**src/rtl/core/lmso_pkg.sv**
```systemverilog
`timescale 1ns / 1ps
// ----------------------------------------------------------------------------
// lmso_pkg
// shared constants, types and helpers for the led matrix row scan block
// ----------------------------------------------------------------------------
package lmso_pkg;

    localparam int ROWS           = 8;
    localparam int TICKS_PER_UNIT = 100;

    localparam int ROW_W      = $clog2(ROWS);
    localparam int FRAME_W    = 64;
    localparam int BYTE_W     = 8;
    localparam int UNITS_W    = 8;
    localparam int COUNT_W    = 15;
    localparam int FRAME_ROWS = 8;
    localparam int PROD_W     = UNITS_W + $clog2(TICKS_PER_UNIT + 1);

    localparam logic [COUNT_W-1:0] COUNT_MAX = {COUNT_W{1'b1}};
    localparam logic [BYTE_W-1:0]  ROW_BIT0  = 8'h80;

    // request codes
    localparam logic [1:0] REQ_TICK    = 2'd0;
    localparam logic [1:0] REQ_PRIMARY = 2'd1;
    localparam logic [1:0] REQ_OVERLAY = 2'd2;

    // frame memory entries
    localparam logic FRAME_PRIMARY = 1'b0;
    localparam logic FRAME_OVERLAY = 1'b1;

    // tick in flight between the scan control and the output stage
    typedef struct packed {
        logic             valid;
        logic [ROW_W-1:0] row;
        logic             ov;
    } scan_tick_t;

    // column byte of one row, rows past the stored eight read as zero
    function automatic logic [BYTE_W-1:0] row_byte(input logic [FRAME_W-1:0] f,
                                                   input logic [ROW_W-1:0] r);
        logic [5:0] idx;
        idx = {3'(r), 3'b000};
        if (int'(r) < FRAME_ROWS)
            row_byte = f[idx +: BYTE_W];
        else
            row_byte = '0;
    endfunction

    // active-low one-hot row drive, bit 7 is row 0
    function automatic logic [BYTE_W-1:0] row_drive(input logic [ROW_W-1:0] r);
        logic [BYTE_W-1:0] sel;
        if (int'(r) < FRAME_ROWS)
            sel = ROW_BIT0 >> 3'(r);
        else
            sel = '0;
        row_drive = ~sel;
    endfunction

endpackage

```
**src/rtl/core/lmso_frame_mem.sv**
```systemverilog
`timescale 1ns / 1ps
// ----------------------------------------------------------------------------
// lmso_frame_mem
// two-entry frame store, one 64-bit frame per entry, registered read
// ----------------------------------------------------------------------------
module lmso_frame_mem
(
    input  logic                          clk,
    input  logic                          rst_n,
    input  logic                          wr_en,
    input  logic                          wr_sel,
    input  logic [lmso_pkg::FRAME_W-1:0]  wr_data,
    input  logic                          rd_en,
    input  logic                          rd_sel,
    output logic [lmso_pkg::FRAME_W-1:0]  rd_data
);
    import lmso_pkg::*;

    logic [FRAME_W-1:0] mem [0:1];
    logic [FRAME_W-1:0] rdata_reg;
    logic [1:0]         written_reg;
    logic [1:0]         written_next;
    logic               rvalid_reg;
    logic               rvalid_next;

    // frame storage, read before write on the same edge
    always_ff @(posedge clk)
    begin
        if (wr_en)
            mem[wr_sel] <= wr_data;
        if (rd_en)
            rdata_reg <= mem[rd_sel];
    end

    always_comb
    begin
        written_next = written_reg;
        if (wr_en)
            written_next[wr_sel] = 1'b1;
        rvalid_next = rvalid_reg;
        if (rd_en)
            rvalid_next = written_reg[rd_sel];
    end

    always_ff @(posedge clk or negedge rst_n)
    begin
        if (!rst_n)
        begin
            written_reg <= '0;
            rvalid_reg  <= 1'b0;
        end
        else
        begin
            written_reg <= written_next;
            rvalid_reg  <= rvalid_next;
        end
    end

    // an entry never loaded reads as the all-zero reset frame
    assign rd_data = rvalid_reg ? rdata_reg : '0;

endmodule

```
**src/rtl/core/lmso_scan_ctrl.sv**
```systemverilog
`timescale 1ns / 1ps
// ----------------------------------------------------------------------------
// lmso_scan_ctrl
// request decode, row counter, overlay countdown and memory access control
// ----------------------------------------------------------------------------
module lmso_scan_ctrl
(
    input  logic                           clk,
    input  logic                           rst_n,
    input  logic                           accept,
    input  logic [1:0]                     req_type,
    input  logic [lmso_pkg::UNITS_W-1:0]   overlay_units,
    input  logic                           s1_adv,
    output logic                           wr_en,
    output logic                           wr_sel,
    output logic                           rd_en,
    output logic                           rd_sel,
    output lmso_pkg::scan_tick_t           tick
);
    import lmso_pkg::*;

    logic [COUNT_W-1:0] countdown_reg;
    logic [COUNT_W-1:0] countdown_next;
    logic [ROW_W-1:0]   row_reg;
    logic [ROW_W-1:0]   row_next;
    scan_tick_t         tick_reg;
    scan_tick_t         tick_next;
    logic               ov_now;
    logic               is_tick;
    logic [PROD_W-1:0]  ticks;
    logic [COUNT_W-1:0] load_count;

    assign ov_now = (countdown_reg != '0);
    assign ticks  = PROD_W'(overlay_units) * PROD_W'(TICKS_PER_UNIT);

    // saturate the armed countdown
    assign load_count = (ticks > PROD_W'(COUNT_MAX)) ? COUNT_MAX : COUNT_W'(ticks);

    always_comb
    begin
        wr_en          = 1'b0;
        wr_sel         = FRAME_PRIMARY;
        is_tick        = 1'b0;
        countdown_next = countdown_reg;
        row_next       = row_reg;
        unique case (req_type)
            REQ_TICK:
            begin
                is_tick = accept;
                if (accept)
                begin
                    if (ov_now)
                        countdown_next = countdown_reg - 1'b1;
                    if (row_reg == ROW_W'(ROWS - 1))
                        row_next = '0;
                    else
                        row_next = row_reg + 1'b1;
                end
            end
            REQ_PRIMARY:
            begin
                wr_en  = accept;
                wr_sel = FRAME_PRIMARY;
            end
            REQ_OVERLAY:
            begin
                wr_en  = accept;
                wr_sel = FRAME_OVERLAY;
                if (accept)
                    countdown_next = load_count;
            end
            default:
            begin
            end
        endcase
    end

    assign rd_en  = is_tick;
    assign rd_sel = ov_now ? FRAME_OVERLAY : FRAME_PRIMARY;

    // stage loads when it is empty or its tick moves on to the output register
    always_comb
    begin
        tick_next = tick_reg;
        if (s1_adv || !tick_reg.valid)
        begin
            tick_next.valid = is_tick;
            tick_next.row   = row_reg;
            tick_next.ov    = ov_now;
        end
    end

    always_ff @(posedge clk or negedge rst_n)
    begin
        if (!rst_n)
        begin
            countdown_reg <= '0;
            row_reg       <= '0;
            tick_reg      <= '0;
        end
        else
        begin
            countdown_reg <= countdown_next;
            row_reg       <= row_next;
            tick_reg      <= tick_next;
        end
    end

    assign tick = tick_reg;

endmodule

```
**src/rtl/core/led_matrix_scan_with_overlay.sv**
```systemverilog
`timescale 1ns / 1ps
// ----------------------------------------------------------------------------
// led_matrix_scan_with_overlay
// row-scan driver for an 8x8 led matrix with a primary and a timed overlay frame
// ----------------------------------------------------------------------------
// input channel: in_valid / in_stall carry req_type, frame_bits, overlay_units;
//   a transfer happens when in_valid is high and in_stall is low
// req_type tick gives one output transfer; primary and overlay loads give none,
//   overlay load arms a countdown of overlay_units * 100 ticks
// output channel: out_valid / out_stall carry row_select (active low, bit 7 is
//   row 0), column_bits and overlay_shown
// path: a tick goes through the frame memory read register, then the output
//   register, before it shows at the output
// throughput: one item every cycle while in_stall is low;
//   a load may directly follow a tick and the reverse
// reset: both frames read as zero, countdown and row go to zero, no output
// stall: while out_stall holds a full output register and a tick waits behind
//   it, in_stall rises; the output payload holds until it is taken
// ----------------------------------------------------------------------------
module led_matrix_scan_with_overlay
(
    input  logic                          clk,
    input  logic                          rst_n,
    input  logic                          in_valid,
    output logic                          in_stall,
    input  logic [1:0]                    req_type,
    input  logic [lmso_pkg::FRAME_W-1:0]  frame_bits,
    input  logic [lmso_pkg::UNITS_W-1:0]  overlay_units,
    output logic                          out_valid,
    input  logic                          out_stall,
    output logic [lmso_pkg::BYTE_W-1:0]   row_select,
    output logic [lmso_pkg::BYTE_W-1:0]   column_bits,
    output logic                          overlay_shown
);
    import lmso_pkg::*;

    logic               accept;
    logic               s1_adv;
    logic               wr_en;
    logic               wr_sel;
    logic               rd_en;
    logic               rd_sel;
    logic [FRAME_W-1:0] rd_data;
    scan_tick_t         tick;

    logic               out_valid_reg;
    logic               out_valid_next;
    logic [BYTE_W-1:0]  row_select_reg;
    logic [BYTE_W-1:0]  row_select_next;
    logic [BYTE_W-1:0]  column_bits_reg;
    logic [BYTE_W-1:0]  column_bits_next;
    logic               overlay_shown_reg;
    logic               overlay_shown_next;

    // read stage moves on whenever the output register is free or draining
    assign s1_adv   = !out_valid_reg || !out_stall;
    assign in_stall = tick.valid && !s1_adv;
    assign accept   = in_valid && !in_stall;

    lmso_scan_ctrl u_ctrl
    (
        .clk           (clk),
        .rst_n         (rst_n),
        .accept        (accept),
        .req_type      (req_type),
        .overlay_units (overlay_units),
        .s1_adv        (s1_adv),
        .wr_en         (wr_en),
        .wr_sel        (wr_sel),
        .rd_en         (rd_en),
        .rd_sel        (rd_sel),
        .tick          (tick)
    );

    // the read address is the frame chosen by the countdown at transfer time
    lmso_frame_mem u_mem
    (
        .clk     (clk),
        .rst_n   (rst_n),
        .wr_en   (wr_en),
        .wr_sel  (wr_sel),
        .wr_data (frame_bits),
        .rd_en   (rd_en),
        .rd_sel  (rd_sel),
        .rd_data (rd_data)
    );

    // output register, loaded from the read stage
    always_comb
    begin
        out_valid_next     = out_valid_reg;
        row_select_next    = row_select_reg;
        column_bits_next   = column_bits_reg;
        overlay_shown_next = overlay_shown_reg;
        if (s1_adv)
        begin
            out_valid_next = tick.valid;
            if (tick.valid)
            begin
                row_select_next    = row_drive(tick.row);
                column_bits_next   = row_byte(rd_data, tick.row);
                overlay_shown_next = tick.ov;
            end
        end
    end

    always_ff @(posedge clk or negedge rst_n)
    begin
        if (!rst_n)
            out_valid_reg <= 1'b0;
        else
            out_valid_reg <= out_valid_next;
    end

    // payload needs no reset
    always_ff @(posedge clk)
    begin
        row_select_reg    <= row_select_next;
        column_bits_reg   <= column_bits_next;
        overlay_shown_reg <= overlay_shown_next;
    end

    assign out_valid     = out_valid_reg;
    assign row_select    = row_select_reg;
    assign column_bits   = column_bits_reg;
    assign overlay_shown = overlay_shown_reg;

endmodule

```
**config.mk**
```make
export PLATFORM = sky130hd
export DESIGN_NAME = led_matrix_scan_with_overlay
export DESIGN_NICKNAME = d
export VERILOG_FILES = /design/src/rtl/core/lmso_pkg.sv /design/src/rtl/core/lmso_frame_mem.sv /design/src/rtl/core/lmso_scan_ctrl.sv /design/src/rtl/core/led_matrix_scan_with_overlay.sv
export SDC_FILE = /design/constraint.sdc
export NUM_CORES = 1
export LEC_CHECK = 0
export BUFFER_PORTS_ARGS = -buffer_cell sky130_fd_sc_hd__clkbuf_2
export CAP_MARGIN = 15
export CELL_PAD_IN_SITES_DETAIL_PLACEMENT = 0
export CELL_PAD_IN_SITES_GLOBAL_PLACEMENT = 1
export CORE_ASPECT_RATIO = 1.5
export CORE_UTILIZATION = 45
export CTS_CLUSTER_DIAMETER = 80
export CTS_CLUSTER_SIZE = 28
export DETAILED_ROUTE_END_ITERATION = 12
export PLACE_DENSITY_LB_ADDON = 0.1
export REMOVE_ABC_BUFFERS = 1
export SYNTH_ARGS = -nofsm -noshare
export SYNTH_HDL_FRONTEND = slang
export SYNTH_SLANG_ARGS = --single-unit
export TNS_END_PERCENT = 30
```
**constraint.sdc**
```tcl
create_clock -name clk -period 3.8 [get_ports clk]
set_input_delay 0.57 -clock clk [delete_from_list [all_inputs] [get_ports clk]]
set_output_delay 0.57 -clock clk [all_outputs]
set_load 0.005 [all_outputs]
```
## After elaboration in Yosys (flattened, before gate mapping)

Memories as Yosys holds them, arrays and structs flattened. A register that Yosys moved wholly into a read port is not among the register bits.
Index checks and enable logic that the tools add are counted.

| word-level totals | value |
|---|---|
| register bits | 44 |
| memories kept | 1 |
| output and inout port bits | 19 |
| bits of input ports | 78 |
| RAM bits | 128 |
| word-level logic and storage cells | 65 |

| operators by class | value |
|---|---|
| equality and inequality tests | 6 |
| shift operators | 2 |
| reductions and logical operators | 17 |
| mux-type cells | 19 |
| multiply operators | 1 |
| add/subtract/negate cells | 2 |
| bitwise logic cells | 2 |
| $lt $le $gt $ge | 4 |

Memories:

| name | depth | width | read ports | clocked after Yosys merged registers in | write ports | line | RTL |
|---|---|---|---|---|---|---|---|
| u_mem.mem | 2 | 64 | 1 | 1 | 1 | lmso_frame_mem.sv:19 | `logic [FRAME_W-1:0] mem [0:1];` |

Operator list:

| operator | count |
|---|---|
| 2-to-1 mux 64 bit | 1 |
| indexed part select 64 x 7 -> 8 bit | 1 |
| 2-to-1 mux 15 bit | 4 |
| one-hot mux 15 bit (2 select lines) | 1 |
| 2-to-1 mux 8 bit | 2 |
| greater-than comparator 15 bit (second input constant) | 1 |
| nonzero test 15 bit | 1 |
| subtractor 15 x 1 -> 15 bit (second input constant) | 1 |
| multiplier 8 x 5 -> 13 bit (second input constant) | 1 |
| 2-to-1 mux 1 bit | 9 |
| NOT 8 bit | 1 |
| >> shifter 8 x 3 -> 8 bit (first input constant) | 1 |
| inequality test 2 x 1 -> 1 bit (second input constant) | 3 |
| zero test 1 bit | 5 |
| < comparator 1 x 2 -> 1 bit (second input constant) | 2 |
| AND reduction 2 bit | 2 |
| AND reduction 4 bit | 1 |
| adder 3 x 1 -> 3 bit (second input constant) | 1 |
| equality test 3 bit (second input constant) | 1 |
| logical AND 1 bit | 3 |
| 2-to-1 mux 3 bit | 1 |
| equality test 2 x 1 -> 1 bit (second input constant) | 1 |
| equality test 2 bit (second input constant) | 1 |
| zero test 2 bit | 1 |
| 6 further kinds | 7 |

## Logic depth before layout (Yosys ltp)

| depth | value |
|---|---|
| word-level depth | 9 |
| gate-level depth with buffers | 11 |
| gate-level depth less buffers | 11 |

## Modules after synthesis

A second synthesis with hierarchy kept.

| second synthesis, totals | value |
|---|---|
| cell total of the unflattened synthesis | 653 |
| area total of the unflattened synthesis | 10548.9 sq um |

Modules (own cells, without submodules):

| module | cells each | times used | seq. area each (sq um) | area each (sq um) |
|---|---|---|---|---|
| lmso_frame_mem | 344 | 1 | 5840.6 | 7319.5 |
| lmso_scan_ctrl | 214 | 1 | 575.6 | 2013.2 |
| led_matrix_scan_with_overlay | 95 | 1 | 535.5 | 1216.2 |

## Worst setup path after synthesis

No wires, ideal clock.

| timing | value |
|---|---|
| kind | input-to-reg |
| start | input port out_stall |
| end | memory u_mem.mem[0][0] (enable) |
| data arrival time | 3.888 ns |
| library setup time | 0.489 ns |
| required time | 3.311 ns |
| buffers on the path | 1 |
| cell stages on the path | 5 |
| slack | -0.577 ns |
| path through | nand3_1 > clkbuf_1 > and2_1 > nand2_1 > nor2_1 |

| on the way | value |
|---|---|
| cells in the longest elaborated chain, start to end | 9 |

RTL lines:

| what | line | RTL |
|---|---|---|
| start: declaration | led_matrix_scan_with_overlay.sv:30 | `input logic out_stall,` |
| zero test 1 bit | led_matrix_scan_with_overlay.sv:56 | `assign s1_adv = !out_valid_reg \|\| !out_stall;` |
| logical OR 1 bit | led_matrix_scan_with_overlay.sv:56 |  |
| zero test 1 bit | led_matrix_scan_with_overlay.sv:57 | `assign in_stall = tick.valid && !s1_adv;` |
| logical AND 1 bit | led_matrix_scan_with_overlay.sv:57 |  |
| zero test 1 bit | led_matrix_scan_with_overlay.sv:58 | `assign accept = in_valid && !in_stall;` |
| logical AND 1 bit | led_matrix_scan_with_overlay.sv:58 |  |
| 2-to-1 mux 1 bit | lmso_scan_ctrl.sv:46 | `unique case (req_type)` |
| 2-to-1 mux 1 bit | lmso_frame_mem.sv:29 | `if (wr_en)` |
| 2-to-1 mux 1 bit (not written as such) | lmso_frame_mem.sv:30 | `mem[wr_sel] <= wr_data;` |
| end: declaration | lmso_frame_mem.sv:19 |  |

No other way between the ends.

## Final worst setup path

| timing | value |
|---|---|
| start | register u_ctrl.countdown_reg[0] |
| end | register u_ctrl.countdown_reg[7] |

| on the way | value |
|---|---|
| cells in the longest elaborated chain, start to end | 4 |
| elaborated cells between the ends (all ways) | 7 |
| those cells by class | add/sub (1); eq/ne (1); mux (3); reduce/logical (2) |

RTL lines:

| what | line | RTL |
|---|---|---|
| start: declaration | lmso_scan_ctrl.sv:22 | `logic [COUNT_W-1:0] countdown_reg;` |
| start signal: assignment | lmso_scan_ctrl.sv:103 | `countdown_reg <= countdown_next;` |
| subtractor 15 x 1 -> 15 bit | lmso_scan_ctrl.sv:53 | `countdown_next = countdown_reg - 1'b1;` |
| 2-to-1 mux 15 bit | lmso_scan_ctrl.sv:52 | `if (ov_now)` |
| 2-to-1 mux 15 bit | lmso_scan_ctrl.sv:50 | `if (accept)` |
| one-hot mux 15 bit (2 select lines) | lmso_scan_ctrl.sv:46 |  |

Several ways; a longest one is shown, not always the timed one. The select of a mux whose other input is x is not followed.
A chain may end at the register's enable or synchronous reset.

==> flow_summary.yaml <==
setup_path:
  crit_path_max_fanout: 30
  r2r-end: "u_ctrl.countdown_reg[7]$_DFFE_PN0P_"
  cpMaxStageDelayCell: "and4_4"
  r2r_start: "u_ctrl.countdown_reg[0]$_DFFE_PN0P_"
  cp.required_ns: 4.16
  cp_top_family: "simple AND/OR/NAND/NOR gates"
  startpoint_type: "register"
  reg2reg_slack_ns: 1.04
  crit_arrival_ns: 3.13
  cp_num_buf_inv: 1
  worstRegToRegCells: 7
  crit_type: "register to register"
  cpPeakStageDelay_ns: 0.63
  endpoint_kind: "register"
  path_cells: "inv_1 > ha_1 > nor3b_4 > and4_4 > a21o_1 > o21ai_0 > a221o_1"
status:
  outcome: "finished, final reports clean"
global_route:
  grt_usage_pct: 16.4
  antenna_found_initial: 0
  grt_pass1_wl_um: 28000
  gr-total-overflow: 0
  grt_max_degree: 65
  grt_pass1_vias: 5356
cells_and_area:
  largest_reg_flops: 128
  drive_above_1_share_pct: 33.8
  antenna_cells: 0
  area_growth_pct: 11.7
  final_nets: 774
clock_tree:
  clock_latency_ns: 0.47
  cts_resized: 0
  path_clk_slew_ns: 0.10
  cts_buffers: 12
  cts_hold_buf: 0
  cts.sinks: 236
  clockBufferDepth: 3
  cts_root_buffer: "clkbuf_16"
  cts_tree: "built"
  cts_setup_buffers: 0
  htree_levels: 1
routing:
  drt_iter0_drc: 325
  final_antenna_net_count: 0
  viasPerCell: 5.43
  first_pass_iters: 4
  drt-total-wl_um: 17900
  vias: 5071
  wire_per_inst_um: 19.2
  drc: 0
floorplanning:
  io_pins: 97
  die_w_um: 123
  die_area_mm2: 0.0226
  die_h_um: 184
  initial_core_util_pct: 45.7
  fp.coreArea_mm2: 0.0216
  rows: 66
synthesis:
  postSynth.asyncResetShare_pct: 11.4
  yosysMostFrequentCell: "edfxtp_1"
  avgSynthCellArea_um2: 17.6
  yosys_warnings: 0
  synth_edf_count: 209
  yosys.area.top_type: "edfxtp_1"
  synth_top_area_share_pct: 63.5
  synthFlopType: "edfxtp_1"
  yosys-top-cells-area: "edfxtp_1, mux2_2, dfrtp_1, ha_1, mux4_2"
  ys_ff_latch: 236
  syn_inst: 561
  yosys-top-cells-count: "edfxtp_1, mux2_2, ha_1, dfrtp_1, nand2_1"
  synth.distinct_cells: 54
  netlist_area_mm2: 0.00988
  ys_seq_area_share_pct: 70.3
placed_design:
  dp_hpwl_um: 11900
  gp_congestion: 0.836
  dp_slack_ns: 0.639
  port_buffers: 96
sta:
  setup-tns-final_ns: 0
  setup_violations: 0
  slew_violations: 0
  worst_slack_ns: 1.04
  relSlewSlack_pct: 40.5
  rsz0062_at_grt: "no"
  period_needed_ns: 2.76
  hold_violations: 0
  fin_crit_sh_pct: 72.8
  fin_skew_ns: 0.0173
  fmax_mhz: 362
  max_slew.worst_pin.slew_ns: 0.892
power_and_ir_drop:
  clkPwrFrac_pct: 26.1
  swShare_pct: 24.6
  peakVddDrop_v: 0.000486
  p_int_uw: 4050
  powerDensity_mw_per_mm2: 487
  p_switching_uw: 1320
  p_comb_share_pct: 14.0
  p_seq_share_pct: 59.9
  power.leakage_uw: 0.00394
flow_run:
  drv_cap: 0
hold_path:
  hp-class: "input port to async pin"
[metal layers]
layer	GRT usage (%)	up-vias	part of all wire, %	wire, um
met1	18.9	2579	40	7220
li1	-	2383	-	-
met2	31.4	85	55	9900
met4	4.82	0	1.9	345
met3	1.83	24	2.7	480
met5	0	-	0	0
[power by group through the flow]
stage	clock network (uW)	logic [uW]	registers [uW]
after floorplan	0	513	3230
after global routing	1520	840	3260
final	1400	753	3220
after global placement	0	747	3290
after detailed placement	0	769	3290
after CTS	1450	771	3230
[stage by stage]
stage / power (uW) / cells / utilization, % / cell area [um^2] / hold WS [ns]
2_1_floorplan: 3740 / 539 / - / 9730 / 0.274
3_3_place_gp: 4030 / 917 / 49.4 / 10700 / 0.437
3_5_place_dp: 4060 / 917 / 49.4 / 10700 / 0.438
4_1_cts: 5460 / 934 / 51.0 / 11000 / 0.145
5_1_grt: 5620 / 934 / 51.0 / 11000 / 0.180
6_report: 5380 / 934 / 51.0 / 11000 / 0.137
[worst max path at each step]
stage / slack (ns) / from / endpoint / cells after the start
global route: 0.83 / u_ctrl.countdown_reg[0]$_DFFE_PN0P_ / u_ctrl.countdown_reg[7]$_DFFE_PN0P_ / 7
floorplan: -0.46 / out_stall / u_mem.mem[0][0]$_DFFE_PP_ / 4
detailed placement: 0.64 / overlay_units[2] / u_ctrl.countdown_reg[14]$_DFFE_PN0P_ / 10
global placement: 0.73 / overlay_units[3] / u_ctrl.countdown_reg[13]$_DFFE_PN0P_ / 12
CTS: 1.03 / u_ctrl.countdown_reg[0]$_DFFE_PN0P_ / u_ctrl.countdown_reg[7]$_DFFE_PN0P_ / 7
finish: 1.04 / u_ctrl.countdown_reg[0]$_DFFE_PN0P_ / u_ctrl.countdown_reg[7]$_DFFE_PN0P_ / 7
[cell type report]
type,count,area [um^2]
Fill cell,1868,10600
Sequential cell,236,6950
Multi-Input combinational cell,287,2740
Timing Repair Buffer,106,593
Tap cell,272,340
Clock buffer,15,333
Inverter,16,60.1
Clock inverter,2,17.5
[cell families (layout without fill, tap and decap cells)]
family	Yosys count	in the layout	synth area share, %
DFF	236	236	70.3
muxes	94	94	12.4
and+or+nand+nor	82	82	4.75
AOI/OAI and AO/OA	66	66	4.73
buffers and inverters	38	139	2.14
adders and majority gates	37	37	4.91
xor gates and xnor gates	8	8	0.709
[cell usage in the layout, fill, tap and decap left out, types with 3 or more instances in the layout]
cell / n
a21oi_2: 3
o21ai_0: 9
edfxtp_1: 209
a21oi_1: 13
a22oi_1: 6
inv_1: 15
mux4_2: 16
xor2_1: 3
a2111oi_0: 5
a21o_1: 5
or3_1: 5
nor3b_1: 4
nor4_1: 3
a31oi_1: 5
o211ai_1: 5
clkbuf_2: 96
nand4_1: 3
fa_1: 3
nor2_1: 12
mux2_2: 69
clkbuf_16: 13
nor2b_1: 8
nand3b_1: 5
dfrtp_1: 26
buf_12: 3
nand2_1: 18
ha_1: 34
nand3_1: 4
nor3_1: 4
xnor2_1: 5
buf_4: 7
mux2i_1: 9
No activity file was read; power rests on OpenSTA's default activity.
